[config.mk]
export PLATFORM = sky130hd
export DESIGN_NAME = resp_array_to_inline_command_unit
export DESIGN_NICKNAME = d
export VERILOG_FILES = /design/src/hw/rtl/rtaic_pkg.sv /design/src/hw/rtl/rtaic_front.sv /design/src/hw/rtl/rtaic_queue.sv /design/src/hw/rtl/rtaic_back.sv /design/src/hw/rtl/resp_array_to_inline_command_unit.sv
export VERILOG_INCLUDE_DIRS = /design/src /design/src/hw/rtl
export SDC_FILE = /design/constraint.sdc
export NUM_CORES = 1
export LEC_CHECK = 0
export BUFFER_PORTS_ARGS = -buffer_cell sky130_fd_sc_hd__buf_2
export CAP_MARGIN = 20
export CORE_ASPECT_RATIO = 2
export CORE_MARGIN = 2
export CORE_UTILIZATION = 28
export DETAILED_ROUTE_END_ITERATION = 6
export PLACE_DENSITY_LB_ADDON = 0.2
export SLEW_MARGIN = 20
export SYNTH_ARGS = -nofsm -noshare
export SYNTH_HDL_FRONTEND = slang
export SYNTH_HIERARCHICAL = 1
export SYNTH_SLANG_ARGS = --single-unit
[constraint.sdc]
create_clock -name clk -period 5.05 [get_ports clk]
set_clock_uncertainty 0.2 [all_clocks]
set_input_delay 0.2525 -clock clk [delete_from_list [all_inputs] [get_ports clk]]
set_output_delay 0.2525 -clock clk [all_outputs]
set_load 0.03 [all_outputs]
[src/hw/rtl/resp_array_to_inline_command_unit_macros.svh]
// assertion macros for the resp array to inline command unit
`ifndef RESP_ARRAY_TO_INLINE_COMMAND_UNIT_MACROS_SVH
`define RESP_ARRAY_TO_INLINE_COMMAND_UNIT_MACROS_SVH

// same-cycle implication, checked on clk, off during reset
`define RTAIC_ASSERT_IMP(lbl, ante, cons, msg) \
	lbl: assert property (@(posedge clk) disable iff (!arst_n) (ante) |-> (cons)) \
		else $error(msg);

// next-cycle implication, checked on clk, off during reset
`define RTAIC_ASSERT_NEXT(lbl, ante, cons, msg) \
	lbl: assert property (@(posedge clk) disable iff (!arst_n) (ante) |=> (cons)) \
		else $error(msg);

`endif

[src/hw/rtl/rtaic_pkg.sv]
// shared types and constants of the resp array to inline command unit
`timescale 1ns / 1ps
package rtaic_pkg;

	localparam int LENGTH_BITS_DEF = 16;
	localparam int QUEUE_DEPTH     = 4;
	localparam int QPTR_W          = $clog2(QUEUE_DEPTH);

	localparam logic [7:0] BYTE_CR = 8'h0D;
	localparam logic [7:0] BYTE_LF = 8'h0A;
	localparam logic [7:0] BYTE_SP = 8'h20;

	// separator that follows a completed piece
	localparam logic [1:0] SEP_NONE  = 2'd0;
	localparam logic [1:0] SEP_SPACE = 2'd1;
	localparam logic [1:0] SEP_CRLF  = 2'd2;

	typedef struct packed {
		logic [7:0] in_byte;
		logic       start_of_message;
	} in_item_t;

	typedef struct packed {
		logic [7:0] out_byte;
		logic       last_of_run;
		logic       end_of_command;
	} out_item_t;

	// one queued emit job: optional payload byte, then optional separator
	typedef struct packed {
		logic [7:0] data;
		logic       has_byte;
		logic [1:0] sep;
	} qentry_t;

	typedef struct packed {
		logic full;
		logic empty;
	} qstat_t;

endpackage

[src/hw/rtl/rtaic_front.sv]
// parser front end: tracks the request framing and queues emit jobs
`timescale 1ns / 1ps
module rtaic_front #(
	parameter int LENGTH_BITS = rtaic_pkg::LENGTH_BITS_DEF
) (
	input  logic               clk,
	input  logic               arst_n,
	input  logic               take,
	input  rtaic_pkg::in_item_t item,
	output logic               push,
	output rtaic_pkg::qentry_t entry
);
	import rtaic_pkg::*;

	localparam int ACC_W = LENGTH_BITS + 4;
	localparam logic [LENGTH_BITS-1:0] MAX_VAL = {LENGTH_BITS{1'b1}};

	localparam logic [2:0] PH_HEADER   = 3'd0;
	localparam logic [2:0] PH_COUNT    = 3'd1;
	localparam logic [2:0] PH_LINE_LF  = 3'd2;
	localparam logic [2:0] PH_DOLLAR   = 3'd3;
	localparam logic [2:0] PH_LEN      = 3'd4;
	localparam logic [2:0] PH_LEN_LF   = 3'd5;
	localparam logic [2:0] PH_PAYLOAD  = 3'd6;
	localparam logic [2:0] PH_TRAIL_CR = 3'd7;

	logic [2:0]             phase_q, phase_n;
	logic [LENGTH_BITS-1:0] pieces_q, pieces_n;
	logic [LENGTH_BITS-1:0] payload_q, payload_n;
	logic [LENGTH_BITS-1:0] acc_q, acc_n;
	logic                   stop_q, stop_n;

	logic                   is_cr, is_digit;
	logic [ACC_W-1:0]       acc_wide;
	logic [LENGTH_BITS-1:0] acc_step;
	logic                   stop_step;
	logic [LENGTH_BITS-1:0] pieces_dec, payload_dec;
	logic [1:0]             fin_sep;

	assign is_cr    = (item.in_byte == BYTE_CR);
	assign is_digit = (item.in_byte >= 8'h30) && (item.in_byte <= 8'h39);

	// acc * 10 + digit, saturating
	assign acc_wide = ({4'b0, acc_q} << 3) + ({4'b0, acc_q} << 1)
		+ {{LENGTH_BITS{1'b0}}, item.in_byte[3:0]};

	always_comb begin
		acc_step  = acc_q;
		stop_step = stop_q;
		if (!stop_q && is_digit) begin
			acc_step = (|acc_wide[ACC_W-1:LENGTH_BITS]) ? MAX_VAL
				: acc_wide[LENGTH_BITS-1:0];
		end else begin
			stop_step = 1'b1;
		end
	end

	assign pieces_dec  = (pieces_q != '0) ? pieces_q - 1'b1 : '0;
	assign payload_dec = (payload_q != '0) ? payload_q - 1'b1 : '0;
	assign fin_sep     = (pieces_dec != '0) ? SEP_SPACE : SEP_CRLF;

	always_comb begin
		phase_n        = phase_q;
		pieces_n       = pieces_q;
		payload_n      = payload_q;
		acc_n          = acc_q;
		stop_n         = stop_q;
		entry.data     = item.in_byte;
		entry.has_byte = 1'b0;
		entry.sep      = SEP_NONE;
		if (item.start_of_message) begin
			// fresh request, this byte is its header
			phase_n   = PH_COUNT;
			pieces_n  = '0;
			payload_n = '0;
			acc_n     = '0;
			stop_n    = 1'b0;
		end else begin
			case (phase_q)
				PH_HEADER: begin
					acc_n   = '0;
					stop_n  = 1'b0;
					phase_n = PH_COUNT;
				end
				PH_COUNT: begin
					if (is_cr) begin
						pieces_n = acc_q;
						phase_n  = PH_LINE_LF;
					end else begin
						acc_n  = acc_step;
						stop_n = stop_step;
					end
				end
				PH_LINE_LF: phase_n = PH_DOLLAR;
				PH_DOLLAR: begin
					if (pieces_q != '0) begin
						acc_n   = '0;
						stop_n  = 1'b0;
						phase_n = PH_LEN;
					end
				end
				PH_LEN: begin
					if (is_cr) begin
						payload_n = acc_q;
						phase_n   = PH_LEN_LF;
					end else begin
						acc_n  = acc_step;
						stop_n = stop_step;
					end
				end
				PH_LEN_LF: begin
					if (payload_q != '0) begin
						phase_n = PH_PAYLOAD;
					end else begin
						// empty piece ends here
						pieces_n  = pieces_dec;
						entry.sep = fin_sep;
						phase_n   = PH_TRAIL_CR;
					end
				end
				PH_PAYLOAD: begin
					entry.has_byte = 1'b1;
					payload_n      = payload_dec;
					if (payload_dec == '0) begin
						pieces_n  = pieces_dec;
						entry.sep = fin_sep;
						phase_n   = PH_TRAIL_CR;
					end
				end
				PH_TRAIL_CR: phase_n = PH_LINE_LF;
				default: phase_n = PH_HEADER;
			endcase
		end
	end

	assign push = take && (entry.has_byte || (entry.sep != SEP_NONE));

	always_ff @(posedge clk or negedge arst_n) begin
		if (!arst_n) begin
			phase_q   <= PH_HEADER;
			pieces_q  <= '0;
			payload_q <= '0;
			acc_q     <= '0;
			stop_q    <= 1'b0;
		end else if (take) begin
			phase_q   <= phase_n;
			pieces_q  <= pieces_n;
			payload_q <= payload_n;
			acc_q     <= acc_n;
			stop_q    <= stop_n;
		end
	end

endmodule

[src/hw/rtl/rtaic_queue.sv]
// small job queue between parser and emitter
`timescale 1ns / 1ps
module rtaic_queue (
	input  logic               clk,
	input  logic               arst_n,
	input  logic               push,
	input  rtaic_pkg::qentry_t wr_entry,
	input  logic               pop,
	output rtaic_pkg::qentry_t head,
	output rtaic_pkg::qstat_t  stat
);
	import rtaic_pkg::*;

	localparam logic [QPTR_W-1:0] LAST_IDX = QPTR_W'(QUEUE_DEPTH - 1);
	localparam logic [QPTR_W:0]   FULL_CNT = (QPTR_W + 1)'(QUEUE_DEPTH);

	qentry_t           slot_q [QUEUE_DEPTH];
	logic [QPTR_W-1:0] wr_q, rd_q;
	logic [QPTR_W:0]   cnt_q;
	logic              do_push, do_pop;

	assign stat.full  = (cnt_q == FULL_CNT);
	assign stat.empty = (cnt_q == '0);
	assign head       = slot_q[rd_q];
	assign do_push    = push && !stat.full;
	assign do_pop     = pop && !stat.empty;

	always_ff @(posedge clk) begin
		if (do_push) begin
			slot_q[wr_q] <= wr_entry;
		end
	end

	always_ff @(posedge clk or negedge arst_n) begin
		if (!arst_n) begin
			wr_q  <= '0;
			rd_q  <= '0;
			cnt_q <= '0;
		end else begin
			if (do_push) begin
				wr_q <= (wr_q == LAST_IDX) ? '0 : wr_q + 1'b1;
			end
			if (do_pop) begin
				rd_q <= (rd_q == LAST_IDX) ? '0 : rd_q + 1'b1;
			end
			case ({do_push, do_pop})
				2'b10:   cnt_q <= cnt_q + 1'b1;
				2'b01:   cnt_q <= cnt_q - 1'b1;
				default: cnt_q <= cnt_q;
			endcase
		end
	end

endmodule

[src/hw/rtl/rtaic_back.sv]
// emitter back end: expands one job into up to three output transfers
`timescale 1ns / 1ps
module rtaic_back (
	input  logic                clk,
	input  logic                arst_n,
	input  rtaic_pkg::qentry_t  head,
	input  logic                empty,
	output logic                pop,
	output logic                cmd_valid,
	input  logic                cmd_stall,
	output rtaic_pkg::out_item_t cmd_data
);
	import rtaic_pkg::*;

	logic [1:0] idx_q;
	logic [1:0] n_res, sep_idx;
	logic       last, load, valid_q;
	out_item_t  cur, data_q;

	always_comb begin
		case (head.sep)
			SEP_SPACE: n_res = 2'd1 + {1'b0, head.has_byte};
			SEP_CRLF:  n_res = 2'd2 + {1'b0, head.has_byte};
			default:   n_res = {1'b0, head.has_byte};
		endcase
	end

	assign sep_idx = idx_q - {1'b0, head.has_byte};
	assign last    = (idx_q == n_res - 2'd1);

	always_comb begin
		cur.last_of_run    = last;
		cur.end_of_command = 1'b0;
		if (head.has_byte && (idx_q == 2'd0)) begin
			cur.out_byte = head.data;
		end else if (head.sep == SEP_SPACE) begin
			cur.out_byte = BYTE_SP;
		end else if (sep_idx == 2'd0) begin
			cur.out_byte = BYTE_CR;
		end else begin
			cur.out_byte       = BYTE_LF;
			cur.end_of_command = 1'b1;
		end
	end

	assign load      = !empty && (!valid_q || !cmd_stall);
	assign pop       = load && last;
	assign cmd_valid = valid_q;
	assign cmd_data  = data_q;

	always_ff @(posedge clk) begin
		if (load) begin
			data_q <= cur;
		end
	end

	always_ff @(posedge clk or negedge arst_n) begin
		if (!arst_n) begin
			valid_q <= 1'b0;
			idx_q   <= '0;
		end else if (load) begin
			valid_q <= 1'b1;
			idx_q   <= last ? 2'd0 : idx_q + 2'd1;
		end else if (!cmd_stall) begin
			valid_q <= 1'b0;
		end
	end

endmodule

[src/hw/rtl/resp_array_to_inline_command_unit.sv]
// top level of the resp array to inline command unit
`timescale 1ns / 1ps
`include "resp_array_to_inline_command_unit_macros.svh"
// converts a resp multibulk request, one byte per transfer, into an inline
// command line: payload bytes, one space between pieces, cr lf at the end
// byte channel: byte_valid / byte_stall / byte_data, one raw request byte per
//   transfer; start_of_message restarts the parser on that byte
// cmd channel: cmd_valid / cmd_stall / cmd_data, one output byte per transfer;
//   last_of_run marks the final byte caused by an input byte, end_of_command
//   marks the closing lf
// path: the parser turns a taken byte into a job in the queue, and the
//   emitter loads each result of a job into the output register on cmd_data
// throughput: one input byte per cycle while byte_stall is low; the parser
//   finishes every byte in the cycle it is taken, the emitter sends one byte
//   per cycle while cmd_stall is low, so a byte that yields two or three
//   results holds the emitter for one transfer per result and the four-entry
//   job queue soaks up the difference
// framing yields no job, but a zero length line's lf queues its separator
// cmd_stall holds the output register; the queue keeps filling and byte_stall
//   rises only when the queue is full; reset: parser goes to the header phase
//   with counts cleared, queue and output register are emptied
module resp_array_to_inline_command_unit #(
	parameter int LENGTH_BITS = rtaic_pkg::LENGTH_BITS_DEF
) (
	input  logic                 clk,
	input  logic                 arst_n,
	input  logic                 byte_valid,
	output logic                 byte_stall,
	input  rtaic_pkg::in_item_t  byte_data,
	output logic                 cmd_valid,
	input  logic                 cmd_stall,
	output rtaic_pkg::out_item_t cmd_data
);
	import rtaic_pkg::*;

	logic    take;     // input transfer this cycle
	logic    push;     // job from parser
	logic    pop;      // last byte of job loaded for output
	qentry_t job;
	qentry_t head;
	qstat_t  qstat;

	// stall only on a full queue, never on the output side directly
	assign byte_stall = qstat.full;
	assign take       = byte_valid && !byte_stall;

	rtaic_front #(
		.LENGTH_BITS(LENGTH_BITS)
	) u_front (
		.clk   (clk),
		.arst_n(arst_n),
		.take  (take),
		.item  (byte_data),
		.push  (push),
		.entry (job)
	);

	rtaic_queue u_queue (
		.clk     (clk),
		.arst_n  (arst_n),
		.push    (push),
		.wr_entry(job),
		.pop     (pop),
		.head    (head),
		.stat    (qstat)
	);

	rtaic_back u_back (
		.clk      (clk),
		.arst_n   (arst_n),
		.head     (head),
		.empty    (qstat.empty),
		.pop      (pop),
		.cmd_valid(cmd_valid),
		.cmd_stall(cmd_stall),
		.cmd_data (cmd_data)
	);

	// the closing lf always ends the run of its input byte
	`RTAIC_ASSERT_IMP(a_eoc_is_last_lf, cmd_valid && cmd_data.end_of_command,
		cmd_data.last_of_run && (cmd_data.out_byte == BYTE_LF), "eoc not on final lf")
	// parser never queues a job that emits nothing
	`RTAIC_ASSERT_IMP(a_no_empty_job, push, job.has_byte || (job.sep != SEP_NONE),
		"empty job queued")
	// queue status is consistent
	`RTAIC_ASSERT_IMP(a_queue_status, 1'b1, !(qstat.full && qstat.empty),
		"queue both full and empty")
	// a waiting job with an idle output register is loaded at the next edge
	`RTAIC_ASSERT_NEXT(a_job_reaches_out, !qstat.empty && !cmd_valid, cmd_valid,
		"queued job not emitted")

endmodule
==> metrics.md, run 1 <==
| Metric | Value |
|---|---|
| Outcome | finished, final reports clean |
| Worst R2R Start | u_queue/rd_q[0] |
| CTS root buf | clkbuf_16 |
| DRT Pass-1 Iters | 5 |
| FF-to-FF End | u_queue/cnt_q[2] |
| H-tree lvl count | 4 |
| Antenna cells | 0 |
| Worst Hold Class | in2reg |
| Critical Path Most Common Cell | inv_1 |
| Post-synth EDFFs | 54 |
| Post-synth top area cell | edfxtp_1 |
| Final wirelength | ~21000 um |
| Initial DRC count | 308 |
| DR vias | 5734 |
| Slowest CP cell | mux4_2 |
| Setup slack after layout | 1.15 ns |
| Post-synth top area share | a little over a fifth |
| Area of the multi-input gates | around 0.0039 mm^2 |
| Wire per inst | about 19 um |
| Syn Inst Count | roughly 710 |
| Critical Path Fanout Max | 11 |
| WHS Endpoint | u_front/phase_q[2] |
| Count of final hold-check violations | 0 |
| Final ANT Viol Nets | 0 |
| Fin crit period | 3.90 ns |
| Share of cells above drive strength 1 | roughly 16% |
| Site Rows | 84 |
| Core area | approximately 0.026 mm^2 |
| Placed Area | around 0.0078 mm^2 |
| Total negative slack | 0 ns |
| Largest net degree at the start of global routing | 63 |
| First-pass GRT wire length | between 30000 and 40000 um |
| WP buf/inv | 4 |
| Yosys reg bits | ~120 |
| Worst Tran Pin Value | approximately 0.89 ns |
| GRT overflow | 0 |
| Starting density of the core | 28.3% |
| Worst path top cell family by delay | adder cells |
| Storage element area | between 0.003 and 0.004 mm^2 |
| Nets | 798 |
| Crit-path max cell delay | between 0.5 and 0.6 ns |
| Max Clk Rate | 0.256 GHz |
| Initial antenna violation count | 0 |
| Pins Over Slew Limit | 0 |
| Asr flop ratio synth | between 50% and 60% |
| Die H | 234 um |
| Startpoint types | register |
| Power per cell area | 546 mW/mm^2 |
| Crit path DAT | 4.06 ns |
| Vias per std cell | 5.23 |
| WHS Path Cells | 3 |
| Fillers | ~2700 |
| Reg2reg path depth | 16 |
| CP Class | reg2reg |
| Core Util, Final | approximately 33% |
| Port bufs | 24 |
| Top_reg_cell synth | dfrtp_1 |
| Post-Syn Area | 0.00739 mm^2 |
| Final Wtd Congestion | 0.796 |
| Element type at the critical path end | register |
| Num CTS Buffers | 17 |
| Yosys cell types | 84 |
| Post-synthesis sequential area ratio | a little over two fifths |
| Mapped Avg Cell Area | 10.4 um^2 |
| TritonCTS clock tree | built |
| Die area | around 0.028 mm^2 |
| Worst-path clk slew | 0.06 ns |
| Leakage | between 3 and 4 nW |
| RSZ-0062 raised after global routing | no |
| Max VDD drop | around 360 uV |
| Top cells by area, synth | edfxtp_1 22%, dfrtp_1 21%, ha_1 7.3%, mux4_2 3.4%, a21oi_1 3.1% |
| Ys Warns | 6 |
| HP Start | byte_valid |
| Cts-stage hold buffer count | 10 |
| Post-DP HPWL | between 15000 and 20000 um |
| Clock Sinks | roughly 120 |
| Die Wd | 119 um |
| Pre-CTS WS | around 1.1 ns |
| Endpoints failing setup | 0 |
| Syn Nets | between 700 and 800 |
| Synthesis-to-finish area growth | 15.3% |
| Vias in the first global route | approximately 6200 |
| IO Count | 25 |
| Fin area | approximately 0.0085 mm^2 |
| DRC viols | 0 |
| Pwr Total | between 0.004 and 0.005 W |
| Postcts setup bufs | 0 |
| Max_slew headroom | around 41% |
| Clock Latency Late Sink | 0.43 ns |
| Clk buf depth | 2 |
| Gr usage total | 15.7% |
| Post-cts resize count | 0 |
| Flop2flop setup slack | around 1.1 ns |
| Crit-path cells | buf_4 -> mux4_2 -> inv_1 -> ha_1 -> or3b_4 -> a21oi_1 -> mux2_4 -> and2_1 -> nand2b_1 -> inv_1 -> ha_1 -> inv_1 -> fa_1 -> xor2_1 -> nor2_1 -> xor2_1 |
| Max Cap Violations | 0 |
| Critical Path RT | between 5 and 6 ns |
| Period utilisation layout | between 70% and 80% |
## logic make-up after synthesis
| group | after synthesis | synth area share, % |
|---|---|---|
| compound gates | 201 | 18.9 |
| xor+xnor | 26 | 3.08 |
| simple gates | 227 | 17.1 |
| fa+ha+maj | 46 | 8.09 |
| mux | 24 | 5.36 |
| buf+inv | 73 | 4.48 |
| flops | 116 | 42.9 |
## layout by cell type (no fill, tap or decap), types with 7 or more instances in the layout
master,Yosys,final
o311ai_1,8,8
o21ai_1,18,18
nor2_1,46,46
a21oi_1,46,46
o21ai_0,28,26
nand2_1,53,53
xor2_1,11,11
xnor2_1,15,15
a221o_1,20,20
nor2b_1,10,10
dlygate4sd3_1,0,10
nand4_1,13,13
dfrtp_1,62,62
inv_1,37,37
buf_4,10,9
clkbuf_16,0,17
buf_2,9,24
a22oi_1,14,14
nand2b_1,14,14
mux2i_1,7,7
mux4_2,11,11
nor3_1,21,21
nor4_1,13,13
ha_1,43,43
edfxtp_1,54,54
## per-layer routing
metal	vias to the layer above	GRT usage (%)	wire, um
met5	-	0	0
met4	0	10.9	1250
met3	47	2.41	444
met2	90	31.0	11800
met1	2828	14.3	7170
li1	2769	-	-
## worst max-delay path by stage
stage | startpoint | to | slack [ns] | depth (start not counted)
floorplan | u_queue/rd_q[0] | u_queue/cnt_q[2] | 1.29 | 16
detailed placement | u_queue/rd_q[0] | u_queue/cnt_q[2] | 1.14 | 16
global placement | u_queue/rd_q[0] | u_queue/cnt_q[2] | 1.16 | 16
global route | u_queue/rd_q[0] | u_queue/cnt_q[2] | 0.85 | 16
finish | u_queue/rd_q[0] | u_queue/cnt_q[2] | 1.15 | 16
CTS | u_queue/rd_q[0] | u_queue/cnt_q[2] | 1.10 | 16
## flip-flops by register name, summed over array words and instances, names as in the netlist
register / flops
u_queue/rd_q: 2
u_front/payload_q: 16
u_back/cmd_data: 10
u_front/phase_q: 3
u_front/acc_q: 16
u_back/cmd_valid: 1
u_queue/wr_q: 2
u_front/pieces_q: 16
u_queue/slot_q: 44
u_queue/cnt_q: 3
u_back/idx_q: 2
u_front/stop_q: 1
## Yosys cell counts, types with 4 or more instances
master / count
dfrtp_1: 62
edfxtp_1: 54
nand2_1: 53
a21oi_1: 46
nor2_1: 46
ha_1: 43
inv_1: 37
o21ai_0: 28
nor3_1: 21
a221o_1: 20
o21ai_1: 18
xnor2_1: 15
a22oi_1: 14
clkbuf_1: 14
nand2b_1: 14
nand4_1: 13
nor4_1: 13
mux4_2: 11
xor2_1: 11
buf_4: 10
nor2b_1: 10
buf_2: 9
o311ai_1: 8
a31oi_1: 7
mux2i_1: 7
a211oi_1: 6
a21o_1: 6
and3_1: 6
nand3_1: 6
a32oi_1: 5
and3_2: 5
o221ai_1: 5
o22ai_1: 5
or2_2: 4
## worst min-delay path, stage by stage
cell     delay, ns
buf_2         0.10
nor2b_4       0.15
o22ai_1       0.14
## per-stage QoR
step | hold slack [ns] | cells
after floorplan | -0.243 | 713
after global placement | 0.276 | 1054
after detailed placement | 0.281 | 1054
after CTS | 0.0602 | 1096
after global routing | 0.108 | 1096
final | 0.0672 | 1096
## layout make-up
type / instances / share of cell area (%)
inverter: 37 / 1.63
tap: 344 / 5.05
clock inverter: 15 / 1.85
clock buffer: 17 / 4.99
timing repair buffer: 43 / 3.38
sequential: 116 / 37.2
multi-input combinational: 524 / 45.9
## where the power goes
part | internal, W | switching [W] | leakage [nW]
combinational | 0.000791 | 0.00134 | 1.90
sequential | 0.00116 | 0.000174 | 1.34
clock | 0.000660 | 0.000531 | 0.285
total | 0.00261 | 0.00205 | 3.52
Power figures use the tool's default switching activity.
==> run 2, diff against run 1 <==
==> constraint.sdc (replaced) <==
create_clock -name clk -period 3.45 [get_ports clk]
set_clock_uncertainty 0.2 [all_clocks]
set_input_delay 0.1725 -clock clk [delete_from_list [all_inputs] [get_ports clk]]
set_output_delay 0.1725 -clock clk [all_outputs]
set_load 0.03 [all_outputs]
==> metrics.md, run 2 (synthesis gave the netlist of run 1 again) <==
| Metric | Value |
|---|---|
| Nets | 870 (+9.0%) |
| Outcome | finished, final reports clean |
| Highest metal used | met4 |
| Synthesis-to-finish area growth | 25.0% |
| Fillers | 2636 (-1.5%) |
| Met2 wire len | 12900 um (+9.2%) |
| Vias per std cell | 5.23 (about the same) |
| Vias in the first global route | 6662 (+6.8%) |
| Startpoint types | register |
| Pwr Total | 0.00749 W (+61%) |
| Crit path DAT | 3.52 ns (-0.54 ns) |
| Worst Tran Pin Value | 0.892 ns (+0.00517 ns) |
| Antenna cells | 0 (unchanged) |
| Most frequent cells in the layout | 76 x buf_4, 61 x dfrtp_1, 54 x edfxtp_1, 53 x nand2_1, 46 x nor2_1 |
| Core Util, Final | 35.3% (+2.8 points) |
| Max Clk Rate | 0.293 GHz (+14%) |
| DR vias | 6113 (+6.6%) |
| Commonest non-fill, non-tap cell in the layout | buf_4 |
| Period utilisation layout | 99.0% (+22 points) |
| Total negative slack | 0 ns (unchanged) |
| Worst-path clk slew | 0.06 ns (about the same) |
| Max VDD drop | 388 uV (+8.3%) |
| Critical Path RT | 3.56 ns (-1.64 ns) |
| Element type at the critical path end | register |
| Critical Path Most Common Cell | inv_2 |
| Die area | 0.0278 mm^2 (unchanged) |
| Worst Hold Class | in2async |
| Crit-path cells | inv_2 -> fa_1 -> inv_2 -> fa_2 -> a211oi_4 -> o21ai_2 -> o211ai_2 -> buf_6 -> a31oi_4 -> xor2_2 -> o41a_4 -> a221o_1 |
| Die Wd | 119 um (unchanged) |
| Die H | 234 um (unchanged) |
| IO Count | 25 (unchanged) |
| H-tree lvl count | 4 (unchanged) |
| Crit-path max cell delay | 0.56 ns (about the same) |
| TritonCTS clock tree | built |
| Final Wtd Congestion | 0.823 (+3.5%) |
| Max_slew headroom | 40.6% (-0.34 points) |
| Post-DP HPWL | 16600 um (+7.1%) |
| DRT Pass-1 Iters | 5 (unchanged) |
| Largest Register | u_queue/slot_q |
| Slowest CP cell | o41a_4 |
| Initial antenna violation count | 0 (unchanged) |
| Gr usage total | 16.8% (+1.1 points) |
| Clock Latency Late Sink | 0.42 ns (about the same) |
| Clk buf depth | 2 (unchanged) |
| Num CTS Buffers | 17 (unchanged) |
| Core area | 0.0262 mm^2 (unchanged) |
| Site Rows | 84 (unchanged) |
| Count of final hold-check violations | 0 (unchanged) |
| Starting density of the core | 28.3% (unchanged) |
| Clock Sinks | 116 (unchanged) |
| Final ANT Viol Nets | 0 (unchanged) |
| Share of cells above drive strength 1 | 26.2% (+10 points) |
| RSZ-0062 raised after global routing | yes |
| Power per cell area | 810 mW/mm^2 (+48%) |
| Leakage | 3.91 nW (+11%) |
| Max Cap Violations | 0 (unchanged) |
| Fin crit period | 3.42 ns (-0.489 ns) |
| Port bufs | 24 (unchanged) |
| Met1 Wirelength | 7580 um (+5.7%) |
| Pins Over Slew Limit | 0 (unchanged) |
| First-pass GRT wire length | 35800 um (+7.7%) |
| Critical Path Fanout Max | 8 (-3) |
| CTS root buf | clkbuf_16 |
| Max reg flops | 44 (unchanged) |
| Final wirelength | 22100 um (+6.7%) |
| Largest net degree at the start of global routing | 63 (unchanged) |
| Initial DRC count | 280 (-9.1%) |
| CP Class | reg2reg |
| Wire per inst | 18.9 um (+0.10%) |
| GRT overflow | 0 (unchanged) |
| DRC viols | 0 (unchanged) |
| Endpoints failing setup | 0 (unchanged) |
| Met3 wire len | 436 um (-1.8%) |
==> run 2: what timing repair did <==
| action | 4_1_cts | 5_1_grt |
|---|---|---|
| gates resized for setup | 8 | 19 |
| hold buffers | 12 | 0 |
| setup buffers | 3 | 5 |
| setup endpoints to repair | 17 | 18 |
| endpoints found under the hold margin | 98 | 0 |
| gates cloned | 1 | 0 |
| pin swaps | 4 | 14 |
==> run 2: area by class of cell <==
type / count / area [um^2] / area share [%]
clock inverters: 14 / 170 / 1.84
inverters: 37 / 139 / 1.50
multi-input cells: 525 / 4060 / 43.9
flip-flops and latches: 116 / 3170 / 34.3
clock buffers: 18 / 429 / 4.64
well taps: 344 / 430 / 4.66
repair buffers: 114 / 842 / 9.11
==> run 2: final timing paths <==
kind	start	slack [ns]	cells past startpoint	to
worst max-delay path	u_front/acc_q[2]	0.03	12	u_front/acc_q[7]
worst min-delay path	arst_n	0.28	3	u_front/acc_q[2]
worst max register to register	u_front/acc_q[2]	0.03	12	u_front/acc_q[7]
worst min register to register	u_back/cmd_valid	0.30	2	u_back/cmd_valid
max in group asynchronous	arst_n	2.11	3	u_queue/rd_q[0]
min in group clk	u_back/cmd_valid	0.30	2	u_back/cmd_valid
==> run 2: per-stage QoR <==
| stage | instance area (um^2) | setup slack, ns | hold slack, ns | std cells |
|---|---|---|---|---|
| floorplan | 7430 | -0.0999 | -0.323 | 713 |
| global placement | 8330 | -0.0537 | 0.198 | 1115 |
| detailed placement | 8340 | -0.0701 | 0.202 | 1115 |
| CTS | 9130 | 0.000610 | 0.297 | 1163 |
| global route | 9240 | -0.121 | 0.322 | 1168 |
| finish | 9240 | 0.0345 | 0.276 | 1168 |
==> run 2: worst max-delay path: cells and delay by family, from the launching register on <==
| family | cells | cell delay [ns] |
|---|---|---|
| buffers and inverters | 3 | 0.23 |
| DFF | 1 | 0.36 |
| xor gates and xnor gates | 1 | 0.17 |
| AOI/OAI and AO/OA | 6 | 1.44 |
| adders and majority gates | 2 | 0.88 |
==> run 2: report_power, final <==
group          internal, W  switching (W)
clock network      0.00109       0.000709
logic              0.00162        0.00215
registers          0.00170       0.000229
total              0.00440        0.00309
==> run 2: metal layers <==
layer,track usage [%],up-vias
li1,-,2918
met1,15.4,3031
met2,33.7,105
met3,3.09,59
met4,9.78,0
met5,0,-
